[src/rtl/triangle_face_normal_top_macros.svh]
// Assertion helpers for the face normal block.
`ifndef TRIANGLE_FACE_NORMAL_TOP_MACROS_SVH
`define TRIANGLE_FACE_NORMAL_TOP_MACROS_SVH

// Same-cycle implication, held off during reset.
`define TFN_ASSERT_IMPL(lbl, ante, cons, msg) \
  lbl: assert property (@(posedge clk_i) disable iff (!rst_ni) (ante) |-> (cons)) \
    else $error(msg);

// Next-cycle implication, held off during reset.
`define TFN_ASSERT_NEXT(lbl, ante, cons, msg) \
  lbl: assert property (@(posedge clk_i) disable iff (!rst_ni) (ante) |=> (cons)) \
    else $error(msg);

`endif

[src/rtl/tfn_pkg.sv]
package tfn_pkg;

  localparam int FIELD_W         = 16;
  localparam int COORD_WIDTH_DEF = 16;
  localparam int FRAC_BITS_DEF   = 14;
  localparam int EDGE_W          = 18;
  localparam int PROD_W          = 2 * EDGE_W;
  localparam int MAG_W           = 35;
  localparam int POS_W           = 6;
  localparam int NORM_LO         = 29;
  localparam int T_W             = NORM_LO + 1;
  localparam int SQ_W            = 2 * T_W;
  localparam int S_W             = SQ_W + 2;
  localparam int R_W             = S_W / 2;
  localparam int SQRT_REM_W      = R_W + 2;
  localparam int DREM_W          = R_W + 1;
  localparam int LANES           = 3;
  localparam int OUT_W           = 16;
  localparam int IN_TDATA_W      = 9 * FIELD_W;
  localparam int OUT_TDATA_W     = 3 * OUT_W;
  // degenerate flag plus one sign bit per lane
  localparam int DIV_SIDE_W      = LANES + 1;

endpackage

[src/rtl/tfn_div_cell.sv]
module tfn_div_cell #(
  parameter int STEP = 0,
  parameter int N_W  = 45,
  parameter int Q_W  = 15
) (
  input  logic                                          clk_i,
  input  logic                                          rst_ni,
  input  logic                                          en_i,
  input  logic                                          vld_i,
  input  logic [tfn_pkg::R_W-1:0]                       r_i,
  input  logic [tfn_pkg::LANES-1:0][N_W-1:0]            num_i,
  input  logic [tfn_pkg::LANES-1:0][tfn_pkg::DREM_W-1:0] rem_i,
  input  logic [tfn_pkg::LANES-1:0][Q_W-1:0]            q_i,
  input  logic [tfn_pkg::DIV_SIDE_W-1:0]                side_i,
  output logic                                          vld_o,
  output logic [tfn_pkg::R_W-1:0]                       r_o,
  output logic [tfn_pkg::LANES-1:0][N_W-1:0]            num_o,
  output logic [tfn_pkg::LANES-1:0][tfn_pkg::DREM_W-1:0] rem_o,
  output logic [tfn_pkg::LANES-1:0][Q_W-1:0]            q_o,
  output logic [tfn_pkg::DIV_SIDE_W-1:0]                side_o
);
  import tfn_pkg::*;

  logic [LANES-1:0][DREM_W-1:0] rem_sh, rem_d;
  logic [LANES-1:0][Q_W-1:0]    q_d;
  logic [DREM_W-1:0]            r_x;
  logic                         vld_q;
  logic [R_W-1:0]               r_q;
  logic [LANES-1:0][N_W-1:0]    num_q;
  logic [LANES-1:0][DREM_W-1:0] rem_q;
  logic [LANES-1:0][Q_W-1:0]    q_q;
  logic [DIV_SIDE_W-1:0]        side_q;

  // restoring division, one quotient bit per lane per cell
  always_comb begin
    r_x = {1'b0, r_i};
    for (int l = 0; l < LANES; l++) begin
      rem_sh[l] = {rem_i[l][DREM_W-2:0], num_i[l][STEP]};
      if (rem_sh[l] >= r_x) begin
        rem_d[l] = rem_sh[l] - r_x;
        q_d[l]   = {q_i[l][Q_W-2:0], 1'b1};
      end else begin
        rem_d[l] = rem_sh[l];
        q_d[l]   = {q_i[l][Q_W-2:0], 1'b0};
      end
    end
  end

  always_ff @(posedge clk_i or negedge rst_ni) begin
    if (!rst_ni) begin
      vld_q <= 1'b0;
    end else if (en_i) begin
      vld_q <= vld_i;
    end
  end

  always_ff @(posedge clk_i) begin
    if (en_i) begin
      r_q    <= r_i;
      num_q  <= num_i;
      rem_q  <= rem_d;
      q_q    <= q_d;
      side_q <= side_i;
    end
  end

  assign vld_o  = vld_q;
  assign r_o    = r_q;
  assign num_o  = num_q;
  assign rem_o  = rem_q;
  assign q_o    = q_q;
  assign side_o = side_q;

endmodule

[config.mk]
export PLATFORM = sky130hd
export DESIGN_NAME = tfn_div_cell
export DESIGN_NICKNAME = d
export VERILOG_FILES = /design/src/rtl/triangle_face_normal_top_macros.svh /design/src/rtl/tfn_pkg.sv /design/src/rtl/tfn_div_cell.sv
export SDC_FILE = /design/constraint.sdc
export NUM_CORES = 1
export LEC_CHECK = 0
export BUFFER_PORTS_ARGS = -buffer_cell sky130_fd_sc_hd__buf_4
export CORE_MARGIN = 10
export CORE_UTILIZATION = 29
export DETAILED_ROUTE_END_ITERATION = 12
export GPL_TIMING_DRIVEN = 0
export SETUP_SLACK_MARGIN = 0.02
export SLEW_MARGIN = 25
export SYNTH_ARGS = -nofsm -noshare
export SYNTH_HDL_FRONTEND = slang
export SYNTH_SLANG_ARGS = --single-unit
[constraint.sdc]
create_clock -name clk_i -period 0.8 [get_ports clk_i]
set_clock_uncertainty 0.15 [all_clocks]
set_input_delay 0.04 -clock clk_i [delete_from_list [all_inputs] [get_ports clk_i]]
set_output_delay 0.04 -clock clk_i [all_outputs]
set_load 0.01 [all_outputs]
## Word-level counts from Yosys, hierarchy flattened

Index checks and enable logic that the tools add are counted.

| operators by class | value |
|---|---|
| div/mod/pow operators | 0 |
| eq/ne operators | 0 |
| bitwise logic cells | 0 |
| $mul | 0 |
| shift operators | 0 |
| multiplexer cells | 6 |
| add/subtract/negate cells | 3 |
| reduce and logical (&&, ||, !) cells | 0 |
| order comparisons | 3 |

Operators with widths:

| operator | number |
|---|---|
| greater-or-equal comparator 32 x 31 -> 1 bit | 3 |
| 2-to-1 mux 32 bit | 3 |
| subtractor 32 x 31 -> 32 bit | 3 |
| 2-to-1 mux 1 bit | 3 |

| word-level totals | value |
|---|---|
| memories | 0 |
| bits in latches | 0 |
| register bits after elaboration | 312 |
| logic and storage cells | 24 |
| bits in writable memories | 0 |
| bits in read-only memories | 0 |
| output and inout bits | 312 |
| input port bits | 315 |

## Depth between registers and ports, before layout

| depth | value |
|---|---|
| word-level depth | 2 |
| depth in mapped cells | 14 |
| mapped depth without buffers | 12 |

## Worst setup path before layout

No wires, ideal clock.

| timing path | value |
|---|---|
| path type | input to register |
| from | input r_i[2] in the netlist's numbering |
| to | register rem_q, in the netlist rem_o[60] (data pin) |
| setup slack | -2.012 ns |
| data required time | 0.390 ns |
| buffers on the path | 0 |
| cell stages on the path | 11 |
| setup time | 0.260 ns |
| arrival | 2.403 ns |
| path through | inv_1 ha_1 nor2b_1 o31a_1 o41a_1 o41ai_4 o21ai_1 a41oi_2 o21ai_0 xor2_1 mux2_2 |

RTL lines:

| element | RTL line | RTL |
|---|---|---|
| start, declared | tfn_div_cell.sv:10 | `input logic [tfn_pkg::R_W-1:0] r_i,` |
| end signal, assigned | tfn_div_cell.sv:61 | `rem_q <= rem_d;` |
| end, declared | tfn_div_cell.sv:30 | `logic [LANES-1:0][DREM_W-1:0] rem_q;` |

==> reports/results.ini <==
[cts]
clock_path_buffers=3
cts_buffers=38
clock_latency_ns=0.54
cts_root_buf=clkbuf_16
clk_pin_slew_ns=0.06
tritoncts=built
cts_sinks=312
htree_levels=2

[synthesis]
synth_cell_types=61
synthFlopType=edfxtp_1
synth_compound_area_frac=0.150
ys_seq_area_frac=0.605
synth_seq_cells=312
synth-xor-area-share=0.0442
synth_top_family_by_area=compound AO/OA/AOI/OAI gates
synth-edff-count=311
ys_async_sr_fraction=0.00321
synthCells=1271
syn_nets=1682
syn_area_per_cell_um2=12.2
synthMuxAreaShare=0.0102
synth-adder-area-share=0.0791
syn_area_mm2=0.0155
yosysWarnings=0
synthSimpleGateAreaFrac=0.0873

[worst_hold_path]
hold_class=in -> reg
min_to=num_o[45]$_DFFE_PP_
worstHoldStart=num_i[45]
hold_depth=1

[finish]
final_common_cell=buf_4
area_growth_syn_to_layout_pct=88.6
fin_nets=2705
final_cell_mix=buf_4, edfxtp_1, buf_6
instances_no_fill=3019
drive_gt1_frac=0.460

[floorplanning]
core_mm2=0.0527
io_pins=627
die_w_um=251
fp.dieArea_mm2=0.0630
die_y_um=251
row_count=84
start_util=0.294

[grt]
grt_start_max_net_pins=100
grt_pass1_wl_mm=101
grt_pass1_vias=15100
grt.total_usage=0.210
antenna_found_initial=9
overflow=0

[timing]
fmax_ghz=0.393
final-hold-violation-count=93
holdWs_ns=-0.469
min_period_ns=2.54
finalSetupViolCount=412
drv_slew=0
max_slew_margin=0.701
setup_slack_ns=-1.74
period_share=3.18
rsz0062_at_grt=yes
tightest_slew_ns=0.449

[critical_path]
cp-end-kind=flop
arrival_ns=2.70
critPathKind=in -> reg
reg2reg_slack_ns=-0.13
crit_required_ns=0.95
r2r-start=vld_o$_DFFE_PN0P_
start_kind=input pin
reg2regPathDepth=1
crit_fanout=5
reg2reg_to=vld_o$_DFFE_PN0P_

[pwr]
p_leak_nw=12.0
power.total_mw=56.4
peakVddDrop_v=0.00126
p_per_area_mw_per_mm2=1930

[routing]
drt_pass1_iterations=8
routed-wl-met2_mm=40.4
drtAntennaViolNets=0
drc=0
top_layer=met4
drtIter0Drc=749
m1WireLength_mm=25.9
finalWirelength_mm=74.8
num_vias=15100
wl_per_cell_um=24.8
viasPerCell=4.99
met3_length_mm=4.56

[run_status]
outcome=finished with violations
violations=hold timing, setup timing

[placement]
portBuffers=620
placed_cells=2582
gp_congestion=0.896
dp_hpwl_mm=52.7

[flow_run]
max_cap_viol_count=0

-- cell type report --
type                    count  area [um^2]
diodes                      7         17.5
flip-flops and latches    312         9360
fillers                  4183        23500
multi-input cells         862         7370
inverters                  56          284
well taps                 688          861
repair buffers            990         9590
clock inverters            28          275
plain buffers              34          435
clock buffers              42          987
-- timing repair --
item                                    CTS  global route
hold endpoints to repair                361           112
gates cloned                              4            11
pin swaps                                34            71
gates resized for setup                 208           485
hold buffers                            260            27
endpoints found under the setup margin  606           647
setup buffers                            35            42
-- per-stage QoR --
| stage | utilization | worst slack (ns) | setup TNS, ns | cell area (um^2) | hold WS (ns) |
|---|---|---|---|---|---|
| floorplan | - | -1.93 | -163.41 | 15800 | -0.406 |
| global placement | 0.405 | -2.95 | -1112.85 | 21300 | -0.334 |
| detailed placement | 0.407 | -2.94 | -416.07 | 21400 | -0.331 |
| CTS | 0.504 | -1.74 | -325.59 | 26500 | -0.513 |
| global route | 0.554 | -1.80 | -323.75 | 29200 | -0.490 |
| finish | 0.554 | -1.74 | -304.55 | 29200 | -0.469 |
-- state kept, by name, summed over array words and instances (netlist names) --
signal,cells
q_o,45
vld_o,1
side_o,4
r_o,31
num_o,135
rem_o,96
-- synthesized netlist by cell type (all sizes together), types with 3 or more instances --
master | instances | area [um^2]
nand4 | 18 | 113
nand3 | 19 | 95.1
o41ai | 4 | 53.8
o31ai | 5 | 37.5
nand2b | 11 | 68.8
o21ai | 67 | 335
inv | 56 | 210
nor2b | 12 | 75.1
a211oi | 11 | 87.6
a31o | 4 | 35.0
a21o | 44 | 330
and4 | 4 | 35.0
o21bai | 13 | 97.6
xor2 | 37 | 324
o21a | 17 | 128
o31a | 4 | 35.0
edfxtp | 311 | 9340
nor3 | 14 | 70.1
a21oi | 159 | 796
ha | 93 | 1160
o211ai | 7 | 52.6
fa | 3 | 60.1
nand2 | 64 | 240
nor2 | 134 | 503
xnor2 | 41 | 359
mux2 | 14 | 158
or3 | 4 | 25.0
clkbuf | 32 | 120
and2 | 4 | 25.0
a21boi | 3 | 22.5
and3 | 7 | 43.8
buf | 9 | 41.3
o22ai | 3 | 25.0
a31oi | 14 | 87.6
-- worst max-delay path by stage --
stage                     endpoint  depth (start not counted)    start  slack, ns
6_report       rem_o[91]$_DFFE_PP_                         15   r_i[2]      -1.74
5_1_grt        rem_o[27]$_DFFE_PP_                         14   r_i[2]      -1.80
4_1_cts        rem_o[58]$_DFFE_PP_                         13   r_i[2]      -1.74
3_5_place_dp   rem_o[52]$_DFFE_PP_                         13  r_i[11]      -2.94
3_3_place_gp   rem_o[52]$_DFFE_PP_                         13  r_i[11]      -2.95
2_1_floorplan  rem_o[60]$_DFFE_PP_                         11   r_i[2]      -1.93
-- where the power goes --
group / internal, mW / switching [mW] / leakage [nW]
Clock: 10.3 / 7.28 / 0.600
Sequential: 20.2 / 0.851 / 3.06
Combinational: 9.30 / 8.48 / 8.33
-- critical path: stages --
cell        delay, ns
buf_8            0.08
clkinvlp_4       0.13
buf_4            0.18
ha_4             0.26
o21a_1           0.19
o31a_1           0.12
o31a_1           0.27
buf_4            0.15
buf_4            0.12
a32o_2           0.30
a31oi_4          0.25
o21ai_4          0.10
a31oi_4          0.22
xor2_1           0.18
a21oi_1          0.09
-- routing by layer --
| layer | GRT usage | up-vias |
|---|---|---|
| met3 | 0.0479 | 164 |
| met1 | 0.213 | 7385 |
| met4 | 0.0935 | 0 |
| met2 | 0.402 | 666 |
| li1 | - | 6864 |
| met5 | 0 | - |
-- logic make-up after synthesis --
group	after synthesis
AOI/OAI and AO/OA	375
DFF	312
and+or+nand+nor	299
buffers and inverters	97
adders and majority gates	96
xor gates and xnor gates	78
muxes	14
No activity file was read; power rests on OpenSTA's default activity.
