<file path="src/rtl/triangle_face_normal_top_macros.svh">
// Assertion helpers for the face normal block.
`ifndef TRIANGLE_FACE_NORMAL_TOP_MACROS_SVH
`define TRIANGLE_FACE_NORMAL_TOP_MACROS_SVH

// Same-cycle implication, held off during reset.
`define TFN_ASSERT_IMPL(lbl, ante, cons, msg) \
  lbl: assert property (@(posedge clk_i) disable iff (!rst_ni) (ante) |-> (cons)) \
    else $error(msg);

// Next-cycle implication, held off during reset.
`define TFN_ASSERT_NEXT(lbl, ante, cons, msg) \
  lbl: assert property (@(posedge clk_i) disable iff (!rst_ni) (ante) |=> (cons)) \
    else $error(msg);

`endif

</file>
<file path="src/rtl/tfn_pkg.sv">
package tfn_pkg;

  localparam int FIELD_W         = 16;
  localparam int COORD_WIDTH_DEF = 16;
  localparam int FRAC_BITS_DEF   = 14;
  localparam int EDGE_W          = 18;
  localparam int PROD_W          = 2 * EDGE_W;
  localparam int MAG_W           = 35;
  localparam int POS_W           = 6;
  localparam int NORM_LO         = 29;
  localparam int T_W             = NORM_LO + 1;
  localparam int SQ_W            = 2 * T_W;
  localparam int S_W             = SQ_W + 2;
  localparam int R_W             = S_W / 2;
  localparam int SQRT_REM_W      = R_W + 2;
  localparam int DREM_W          = R_W + 1;
  localparam int LANES           = 3;
  localparam int OUT_W           = 16;
  localparam int IN_TDATA_W      = 9 * FIELD_W;
  localparam int OUT_TDATA_W     = 3 * OUT_W;
  // degenerate flag plus one sign bit per lane
  localparam int DIV_SIDE_W      = LANES + 1;

endpackage

</file>
<file path="src/rtl/tfn_sqrt_cell.sv">
module tfn_sqrt_cell #(
  parameter int STEP   = 0,
  parameter int SIDE_W = 1
) (
  input  logic                           clk_i,
  input  logic                           rst_ni,
  input  logic                           en_i,
  input  logic                           vld_i,
  input  logic [tfn_pkg::S_W-1:0]        s_i,
  input  logic [tfn_pkg::SQRT_REM_W-1:0] rem_i,
  input  logic [tfn_pkg::R_W-1:0]        root_i,
  input  logic [SIDE_W-1:0]              side_i,
  output logic                           vld_o,
  output logic [tfn_pkg::S_W-1:0]        s_o,
  output logic [tfn_pkg::SQRT_REM_W-1:0] rem_o,
  output logic [tfn_pkg::R_W-1:0]        root_o,
  output logic [SIDE_W-1:0]              side_o
);
  import tfn_pkg::*;

  logic [SQRT_REM_W-1:0] rem_sh, trial, rem_d;
  logic [R_W-1:0]        root_d;
  logic                  ge;
  logic                  vld_q;
  logic [S_W-1:0]        s_q;
  logic [SQRT_REM_W-1:0] rem_q;
  logic [R_W-1:0]        root_q;
  logic [SIDE_W-1:0]     side_q;

  // one root bit per cell: bring down two radicand bits, try (root*4 + 1)
  always_comb begin
    rem_sh = {rem_i[SQRT_REM_W-3:0], s_i[2*STEP+1 -: 2]};
    trial  = {root_i, 2'b01};
    ge     = (rem_sh >= trial);
    rem_d  = ge ? (rem_sh - trial) : rem_sh;
    root_d = {root_i[R_W-2:0], ge};
  end

  always_ff @(posedge clk_i or negedge rst_ni) begin
    if (!rst_ni) begin
      vld_q <= 1'b0;
    end else if (en_i) begin
      vld_q <= vld_i;
    end
  end

  always_ff @(posedge clk_i) begin
    if (en_i) begin
      s_q    <= s_i;
      rem_q  <= rem_d;
      root_q <= root_d;
      side_q <= side_i;
    end
  end

  assign vld_o  = vld_q;
  assign s_o    = s_q;
  assign rem_o  = rem_q;
  assign root_o = root_q;
  assign side_o = side_q;

endmodule

</file>
<file path="config.mk">
export PLATFORM = sky130hd
export DESIGN_NAME = tfn_sqrt_cell
export DESIGN_NICKNAME = d
export VERILOG_FILES = /design/src/rtl/triangle_face_normal_top_macros.svh /design/src/rtl/tfn_pkg.sv /design/src/rtl/tfn_sqrt_cell.sv
export SDC_FILE = /design/constraint.sdc
export NUM_CORES = 1
export LEC_CHECK = 0
export BUFFER_PORTS_ARGS = -buffer_cell sky130_fd_sc_hd__buf_2
export CAP_MARGIN = 15
export CORE_MARGIN = 4
export CORE_UTILIZATION = 35
export DETAILED_ROUTE_END_ITERATION = 6
export PLACE_DENSITY = 0.68
export SYNTH_ARGS = -nofsm -noshare
export SYNTH_HDL_FRONTEND = slang
export SYNTH_SLANG_ARGS = --single-unit
export TNS_END_PERCENT = 50
</file>
<file path="constraint.sdc">
create_clock -name clk_i -period 1.9 [get_ports clk_i]
set_clock_uncertainty 0.1 [all_clocks]
set_input_delay 0.095 -clock clk_i [delete_from_list [all_inputs] [get_ports clk_i]]
set_output_delay 0.095 -clock clk_i [all_outputs]
set_load 0.01 [all_outputs]
</file>
# == Word level (Yosys, flattened, before mapping) ==
# Index checks and enable logic that the tools add are counted.
# word_totals
wordCells,8
in_bits,131
reg_bits,128
out_inout_bits,128
# op_classes
muxes,1
addsub,1
n_lt_le_gt_ge,1
# op_table
operator,n
>= comparator 33 bit,1
2-to-1 mux 33 bit,1
subtractor 33 bit,1

# == Longest topological paths before layout ==
# Gate-level depths: netlist of run 1.
# depth
word_depth,2
mapped_depth,12

# == Worst setup path before layout of run 1 ==
# No wires, ideal clock.
# synth_path
path_kind,input -> register
start,input port root_i[13] in the netlist's numbering
end,"register rem_q[10] (netlist: rem_o[10]), data pin"
path_slack_ns,-0.852
setup_ns,0.260
cell_stages,12
path_buffers,2
t_arrival_ns,2.392
cell_sequence,inv_1 -> ha_1 -> buf_6 -> a21oi_2 -> nand2_1 -> a221oi_1 -> o31a_2 -> o221ai_2 -> a221oi_2 -> o221ai_4 -> buf_6 -> mux2_4
# synth_via
elab_chain_cells,2
# synth_lines
item,line_no,rtl
from (decl),tfn_sqrt_cell.sv:11,"input logic [tfn_pkg::R_W-1:0] root_i,"
>= comparator 33 bit,tfn_sqrt_cell.sv:34,ge = (rem_sh >= trial);
2-to-1 mux 33 bit,tfn_sqrt_cell.sv:35,rem_d = ge ? (rem_sh - trial) : rem_sh;
net rem_d[10],tfn_sqrt_cell.sv:21,"logic [SQRT_REM_W-1:0] rem_sh, trial, rem_d;"
to (signal assigned),tfn_sqrt_cell.sv:50,rem_q <= rem_d;
to (decl),tfn_sqrt_cell.sv:26,logic [SQRT_REM_W-1:0] rem_q;
# The timed path passes the listed nets, and every way through them passes these cells.
# A chain may end at the register's enable or synchronous reset.

# == Worst setup path in the final report of run 1 ==
# layout_path
start,input port root_i[2] in the netlist's numbering
end,"register rem_q[17] (netlist: rem_o[17]), data pin"
# layout_via
elab_chain_cells,2
# layout_lines
item,line_no
subtractor 33 bit or >= comparator 33 bit (tied branches),"tfn_sqrt_cell.sv:35, tfn_sqrt_cell.sv:34"
2-to-1 mux 33 bit *,tfn_sqrt_cell.sv:35
net rem_d[17],tfn_sqrt_cell.sv:21
# Mark *: on every way through the listed nets, which the timed path passes. The rest lies on a longest branch.

==> metrics.txt, run 1 <==
mux contribution to synthesized area ~7.6%; r2r endpoint vld_o$_DFFE_PN0P_; Flop pwr share 38.0%; met2 wire len about 11000 microns; largest net degree at the start of global routing between 40 and 50; drt first-iter violations between 200 and 300; Final Non-Filler Cells roughly 1300; met1 wire length ~8300 microns; CTS tree yes; Synth Area in Adders around 6.5%; GP Congestion 0.894; CP required approximately 2 ns; initial antenna violation count 2; top post-synthesis cells by area edfxtp_1 60%, ha_1 6.5%, mux2_4 5.9%; Max-Slew Margin vs Limit a little over two thirds; Yosys top cell by area edfxtp_1; VDD IR max 0.642 mV; CP cell instances buf_8, inv_4, ha_4, nand2_4, o211ai_4, a31oi_2, o31a_2, o221ai_4, a221oi_4, o221ai_4, buf_6, buf_12, mux2_4; Chip Height approximately 140 microns; clock buffer depth 2; CP most frequent cell o221ai_4; HP Class in -> reg; WHS Path Cells 1; largest family of logic cells by synthesized area compound AO/OA/AOI/OAI gates; # clock sinks 128; CTS Root Cell clkbuf_16; Nets 1175; Wirelength per Cell 17.4 microns; Min Clock Period, post-route approximately 2.4 ns; Comb pwr share between 20% and 30%; Clk Latency, worst-skew pair roughly 0.4 ns; Clock Pin Slew Worst Setup and Hold Paths about 0.06 ns; fmax between 400 and 500 MHz; Crit path arrival time 2.41 ns; IO buf count 256; Warnings, synthesis 0; Reg-to-Reg Start vld_o$_DFFE_PN0P_; sequential cell area 0.00384 sq mm; Post-Route WL 21700 microns; Placed Cells about 1100; Final setup viols 34; highest routed layer met5; crit-path max cell delay ~0.34 ns; GRT Residual Overflow 0; CTS Buf Count 17; met3 WL post-DR roughly 1700 microns; finished layout cell area 0.0114 sq mm; # IOs ~260; Leak just over 5 nW; failing checks setup timing; outcome complete, but fails checks; Fillers roughly 1300; setup ws final -0.452 ns; final routed DRC violation total 0; sw frac between 20% and 30%; Netlist cell types 53; MaxCap Viol Count 0; fraction of registers with async set/reset less than 1%; Reg2Reg Depth 1; placed cell areas roughly 0.0090 sq mm; hold path endpoint s_o[14]$_DFFE_PP_; CP max FO 6; Synth Flop Type edfxtp_1; nature of the critical path startpoint input pin; routed via count 5838; Synth Net Count between 600 and 700; H-tree depth 4; final hold viol count 0; post-route ant nets 0; area grow syn2layout 79.7%; first-pass GRT wire length roughly 33000 microns; simple-gate share of the synthesized area slightly above 7%; num rows 48; Clock power frac approximately a third; fin crit share 124%; complex-gate fraction of the synthesized area 10.8%; Yosys reg bits 128; kind of end point of the critical path flop; DR pass1 iterations 5; area occupied by multi-input gates between 0.002 and 0.003 sq mm; slew at the pin with the worst max-slew slack 0.450 ns; post-synth top area share between 60% and 70%; core region area about 0.018 sq mm; Internal 6.67 mW; Hold Path Origin en_i; Tot GR Track Use 21.1%; share of cells above drive strength 1 between 50% and 60%; Initial Util between 30% and 40%; vias in the first global route 6220; final-report max-slew violation count 0; fin util about two thirds; slowest stage cell on the critical path o31a_2; die width 143 microns; EDFF count, synth 127; Setup WS pre-CTS -1.07 ns; XOR/XNOR share of the synthesized area 3.73%; crit path kind in -> reg; Synth Instances approximately 470; Syn Std Cell Area approximately 0.0063 sq mm; DP HPWL 15200 microns; PwrDens 808 mW/mm^2; Mean Syn Cell Area about 13 sq um; P_sw ~2.5 mW; Vias per Instance between 4 and 5; R2R Setup Slk 1.04 ns; die area 0.0203 sq mm; Seq/Total Area, Yosys about three fifths; RSZ-0062 raised after global routing yes
## cell families (layout without fill, tap and decap cells)
logic type	Yosys count	in the layout
adder cells (fa/ha/maj)	33	33
AO/OA/AOI/OAI	99	99
buffers and inverters	56	608
flip-flops	128	128
XOR/XNOR	27	27
other	0	1
multiplexers	35	35
AND/OR/NAND/NOR	94	94
## cell usage after synthesis, drive strengths merged, types with 9 or more instances
| cell type | n |
|---|---|
| edfxtp | 127 |
| inv | 42 |
| a21oi | 35 |
| ha | 33 |
| mux2 | 31 |
| nand2 | 29 |
| nor2 | 22 |
| xnor2 | 21 |
| o21ai | 14 |
| a21o | 11 |
| clkbuf | 10 |
| nor3 | 9 |
## worst max path at each step
stage	cells past startpoint	start	to
after global placement	12	root_i[0]	rem_o[4]$_DFFE_PP_
final	13	root_i[2]	rem_o[17]$_DFFE_PP_
after global routing	13	root_i[2]	rem_o[17]$_DFFE_PP_
after floorplan	11	root_i[0]	rem_o[10]$_DFFE_PP_
after detailed placement	12	root_i[0]	rem_o[3]$_DFFE_PP_
after CTS	12	rem_i[1]	rem_o[17]$_DFFE_PP_
## what timing repair did
item / CTS / global route
resized for setup: 55 / 14
hold buffers: 126 / 0
buffers inserted: 11 / 4
setup endpoints to repair: 34 / 34
pin swaps: 17 / 12
cloned: 4 / 0
endpoints found under the hold margin: 125 / 0
## state kept, by name (all words and copies together) (netlist names)
register / cells
s_o: 62
vld_o: 1
side_o: 1
root_o: 31
rem_o: 33
## metrics by stage
stage,total power [mW],hold slack [ns],TNS (ns)
detailed placement,5.61,-0.228,-34.55
floorplan,4.58,-0.301,-24.03
global placement,5.57,-0.230,-31.84
CTS,9.25,0.00220,-13.43
finish,9.21,0.0233,-14.10
global route,9.64,0.0141,-16.39
## power groups by stage
stage	clock network (mW)	logic (mW)	registers, mW
floorplan	0	0.864	3.71
global placement	0	2.03	3.54
detailed placement	0	2.06	3.55
CTS	3.26	2.50	3.50
global route	3.38	2.74	3.52
finish	3.17	2.54	3.50
## cells in the final DEF, fill, tap and decap left out, types with 3 or more instances in the layout
| cell type | n |
|---|---|
| a21o_1 | 11 |
| a21oi_1 | 26 |
| a21oi_2 | 3 |
| a21oi_4 | 6 |
| a31oi_1 | 3 |
| and2_1 | 6 |
| and3_1 | 3 |
| buf_12 | 4 |
| buf_16 | 4 |
| buf_2 | 247 |
| buf_4 | 141 |
| buf_6 | 10 |
| clkbuf_16 | 17 |
| clkinv_4 | 3 |
| clkinvlp_4 | 3 |
| dlygate4sd3_1 | 126 |
| edfxtp_1 | 127 |
| ha_1 | 18 |
| ha_4 | 15 |
| inv_1 | 35 |
| inv_2 | 3 |
| inv_4 | 3 |
| inv_6 | 5 |
| mux2_4 | 29 |
| mux2i_1 | 4 |
| nand2_1 | 26 |
| nand3_1 | 7 |
| nand4_1 | 8 |
| nor2_1 | 22 |
| nor3_1 | 7 |
| o211ai_1 | 3 |
| o21a_1 | 6 |
| o21ai_0 | 10 |
| o21ai_2 | 3 |
| xnor2_1 | 21 |
| xor2_1 | 6 |
## per-layer routing
metal / track usage, % / vias to the layer above
li1: - / 2853
met1: 23.8 / 2741
met2: 38.6 / 213
met3: 5.99 / 29
met4: 6.55 / 2
met5: 0 / -
## cell type report
| class | count | area share [%] |
|---|---|---|
| clock buffers | 17 | 3.73 |
| repair buffers | 534 | 34.1 |
| well taps | 225 | 2.47 |
| flip-flops and latches | 128 | 33.7 |
| diodes | 1 | 0.0220 |
| clock inverters | 15 | 1.31 |
| multi-input cells | 288 | 23.1 |
| inverters | 42 | 1.56 |
## worst max-delay path, delay by kind of cell
family | cells | cell delay [ns]
adder cells (fa/ha/maj) | 1 | 0.30
multiplexers | 1 | 0.30
AO/OA/AOI/OAI | 6 | 1.24
AND/OR/NAND/NOR | 1 | 0.07
buffers and inverters | 4 | 0.42
Power figures use the tool's default switching activity.
==> run 2, diff against run 1 <==
clock period = 2.6 ns   (was 1.9 ns; I/O delays follow)
==> metrics.txt, run 2 (synthesis results as in run 1) <==
area grow syn2layout 69.0%; final routed DRC violation total 0 (unchanged); Vias per Instance 4.78 (+2.3%); H-tree depth 4 (unchanged); CP required 2.66 ns (+0.70 ns); # IOs 259 (unchanged); DP HPWL 14800 microns (-3.1%); post-route ant nets 0 (unchanged); Leak 4.80 nW (-6.3%); first-pass GRT wire length 31200 microns (-5.4%); Tot GR Track Use 19.8% (-1.3 points); VDD IR max 0.505 mV (-21%); Final Hold Slack 0.0271 ns (+0.00381 ns); slew at the pin with the worst max-slew slack 0.708 ns (+0.258 ns); commonest non-fill, non-tap cell in the layout buf_2; diode count 0 (-1); Final setup viols 0 (-100%); DR pass1 iterations 6 (+1); GRT Residual Overflow 0 (unchanged); Total Power 6.61 mW (-28%); IO buf count 256 (unchanged); GP Congestion 0.919 (+2.8%); final-report max-slew violation count 0 (unchanged); Chip Height 143 microns (unchanged); Min Clock Period, post-route around 2.5 ns; Initial Util 36.2% (unchanged); # clock sinks 128 (unchanged); max FFs per register 62 (unchanged); crit path kind in -> reg; initial antenna violation count 2 (unchanged); PwrDens 616 mW/mm^2 (-24%); Wirelength per Cell 17.8 microns (+2.2%); CTS tree yes; die area 0.0203 sq mm (unchanged); fmax just under 400 MHz; leading cell types in the layout, fill and taps excluded 255 x buf_2, 127 x edfxtp_1, 124 x dlygate4sd3_1; outcome complete, no violations; nature of the critical path startpoint input pin; final hold viol count 0 (unchanged); Crit path arrival time 2.59 ns (+0.18 ns); Nets 1121 (-4.6%); num rows 48 (unchanged); CTS Root Cell clkbuf_16; Clock Pin Slew Worst Setup and Hold Paths 0.06 ns (about the same); vias in the first global route 5861 (-5.8%); fin crit share 97.2%; drt first-iter violations 288 (-1.4%); Post-Route WL 21200 microns (-2.3%); share of cells above drive strength 1 46.7% (-4.1 points); kind of end point of the critical path flop; fin util 61.1% (-3.9 points); clock buffer depth 2 (unchanged); core region area 0.0175 sq mm (unchanged); MaxCap Viol Count 0 (unchanged); CP max FO 9 (+3); die width 143 microns (unchanged); HP Class in -> reg; largest net degree at the start of global routing 76 (+65%); CTS Buf Count 17 (unchanged); Max-Slew Margin vs Limit 52.8% (-17 points); Clk Latency, worst-skew pair 0.41 ns (about the same); routed via count 5707 (-2.2%)
run 2: worst paths after layout:
path | cells after the start | to | startpoint | slack [ns]
setup / recovery | 11 | rem_o[6]$_DFFE_PP_ | root_i[25] | 0.07
hold / removal | 3 | rem_o[6]$_DFFE_PP_ | rem_i[4] | 0.03
setup reg to reg | 1 | vld_o$_DFFE_PN0P_ | vld_o$_DFFE_PN0P_ | 1.73
hold reg to reg | 1 | vld_o$_DFFE_PN0P_ | vld_o$_DFFE_PN0P_ | 0.44
max in group asynchronous | 3 | vld_o$_DFFE_PN0P_ | rst_ni | 1.83
min in group asynchronous | 3 | vld_o$_DFFE_PN0P_ | rst_ni | 0.46
run 2: timing repair:
item / CTS / global route
gates resized for setup: 0 / 23
hold buffers: 124 / 0
hold endpoints to repair: 123 / 0
buffers inserted: 0 / 4
endpoints found under the setup margin: 0 / 31
run 2: stage by stage:
step	cell area (sq um)	TNS, ns	setup slack (ns)	instances
CTS	10500	0	0.0359	1189
finish	10700	0	0.0723	1195
global placement	8690	-8.94	-0.307	1033
global route	10700	-0.0268	-0.00610	1195
detailed placement	8690	-10.46	-0.352	1033
floorplan	6470	-2.22	-0.0908	472
run 2: critical path: stages:
cell and delay, ns:
dlygate4sd3_1 0.53, buf_2 0.13, inv_1 0.08, ha_4 0.20
buf_4 0.16, a21o_1 0.23, a221oi_4 0.34, o221ai_4 0.17
buf_6 0.15, clkbuf_16 0.17, mux2_4 0.29
run 2: per-layer routing:
metal,share of wire [%],up-vias,wire length [microns],global-route usage [%]
met2,51,240,10800,35.0
met4,2.1,4,456,6.70
li1,-,2746,-,-
met5,0.19,-,40,0
met1,39,2685,8330,23.5
met3,7.7,32,1640,5.22
run 2: cell type report:
class	count	area, sq um
Fill cell	1384	6820
Sequential cell	128	3840
Timing Repair Buffer	480	3350
Multi-Input combinational cell	288	2490
Clock buffer	18	429
Tap cell	225	282
Inverter	42	173
Clock inverter	14	156
run 2: where the power goes:
group / internal [mW] / leakage [nW] / switching (mW)
Clock: 1.43 / 0.287 / 0.958
Sequential: 2.51 / 1.25 / 0.0548
Combinational: 0.877 / 3.25 / 0.779
Total: 4.81 / 4.80 / 1.79
==> run 3, diff against run 2 <==
CORE_UTILIZATION = 25   (was 35)
PLACE_DENSITY = 0.54   (was 0.68)
==> metrics.txt, run 3 (synthesis results as in run 1) <==
Chip Height 167 microns (+17%); die width 167 microns (+17%); IO buf count 256 (unchanged); PwrDens 606 mW/mm^2 (-1.7%); commonest non-fill, non-tap cell in the layout buf_2; area grow syn2layout 71.4%; share of cells above drive strength 1 46.4% (-0.33 points); HP Class in -> reg; fmax 396 MHz (about the same); max FFs per register 62 (unchanged); outcome complete, no violations; num rows 58 (+21%); Crit path arrival time 2.59 ns (about the same); Wirelength per Cell 15.8 microns (-11%); GP Congestion 0.841 (-8.5%); Final setup viols 0 (unchanged); kind of end point of the critical path flop; Nets 1128 (+0.62%); final hold viol count 0 (unchanged); die area 0.0280 sq mm (+38%); setup ws final 0.0742 ns (+0.00195 ns); CTS tree yes; crit path kind in -> reg; Critical Path Start root_i[25]; Clk Latency, worst-skew pair 0.42 ns (about the same); core region area 0.0250 sq mm (+43%); Setup WS pre-CTS -0.411 ns (-0.0589 ns); final routed DRC violation total 0 (unchanged); Clock Pin Slew Worst Setup and Hold Paths 0.06 ns (about the same); CTS Buf Count 17 (unchanged); Tot GR Track Use 14.3% (-5.5 points); GRT Residual Overflow 0 (unchanged); fin crit share 97.1% (about the same); initial antenna violation count 1 (-1); Reg-to-Reg Start vld_o$_DFFE_PN0P_; finished layout cell area 0.0109 sq mm (+1.4%); Total Power 6.58 mW (-0.34%); nature of the critical path startpoint input pin; Hold Path Origin en_i; CP max FO 9 (unchanged); Leak 4.82 nW (+0.57%); Vias per Instance 4.23 (-11%); final-report max-slew violation count 0 (unchanged); Post-Route WL 20700 microns (-2.4%); DR pass1 iterations 6 (unchanged); largest net degree at the start of global routing 52 (-32%); Fillers 2342 (+69%); MaxCap Viol Count 0 (unchanged); H-tree depth 4 (unchanged); Sum Neg Setup Slack 0 ns (unchanged); vias in the first global route 5959 (+1.7%); clock buffer depth 2 (unchanged); Min Clock Period, post-route 2.53 ns (-0.00195 ns); routed via count 5539 (-2.9%); CP required 2.67 ns (about the same); VDD IR max 0.313 mV (-38%); first-pass GRT wire length 31800 microns (+2.2%); placed cell areas 0.00888 sq mm (+2.2%); DP HPWL 15100 microns (+2.4%); CTS Root Cell clkbuf_16; Initial Util 25.3% (-11 points); post-route ant nets 0 (unchanged); Max-Slew Margin vs Limit 65.5% (+13 points); Final Hold Slack 0.0547 ns (+0.0275 ns); leading cell types in the layout, fill and taps excluded 255 x buf_2, 127 x dlygate4sd3_1, 127 x edfxtp_1; # clock sinks 128 (unchanged); drt first-iter violations 239 (-17%); # IOs 259 (unchanged); slew at the pin with the worst max-slew slack 0.518 ns (-0.190 ns)
## run 3: cell count changes in the layout (fill, tap and decap cells not counted), moves of 3 or more
cell	change
clkinv_4	-4
dlygate4sd3_1	+3
inv_6	+4
buf_6	-3
buf_4	+5
## run 3: metrics by stage
stage	utilization [%]	cells
after detailed placement	35.5	1143
after global placement	35.5	1143
after global routing	43.4	1308
after floorplan	-	472
final	43.4	1308
after CTS	42.8	1302
## run 3: layout make-up
cell class	instances	area (sq um)	share of cell area [%]
diodes	1	2.50	0.0230
clock buffers	17	425	3.91
clock inverters	15	145	1.34
inverters	42	173	1.59
multi-input cells	288	2450	22.5
flip-flops and latches	128	3840	35.3
well taps	330	413	3.80
repair buffers	487	3420	31.5
## run 3: critical path, stage by stage
cell	delay, ns
dlygate4sd3_1	0.52
buf_2	0.11
inv_1	0.03
ha_1	0.29
buf_4	0.17
a21o_1	0.20
a221oi_4	0.35
o221ai_4	0.16
buf_4	0.16
clkbuf_16	0.17
mux2_4	0.30
## run 3: what timing repair did
action | 4_1_cts | 5_1_grt
gates resized for setup | 0 | 12
setup buffers | 0 | 3
endpoints found under the hold margin | 126 | 0
hold buffers | 127 | 0
setup endpoints to repair | 0 | 29
## run 3: worst paths after layout
check	to	cells after the start	slack (ns)
worst max-delay path	rem_o[31]$_DFFE_PP_	11	0.07
worst min-delay path	root_o[23]$_DFFE_PP_	1	0.05
worst max register to register	vld_o$_DFFE_PN0P_	1	1.74
worst min register to register	vld_o$_DFFE_PN0P_	1	0.43
max in group asynchronous	vld_o$_DFFE_PN0P_	3	1.87
min in group asynchronous	vld_o$_DFFE_PN0P_	3	0.43
## run 3: layer usage
metal  track usage (%)  wire, microns  vias to the layer above
met2              25.5          10200                      190
met3              3.85           1370                       21
li1                  -              -                     2764
met4              3.85            307                        0
met1              17.2           8810                     2564
met5                 0              0                        -
## run 3: power by group
group          leakage [nW]  switching (mW)  internal, mW
sequential             1.25          0.0494          2.51
combinational          3.29           0.768         0.888
clock                 0.280            1.03          1.34
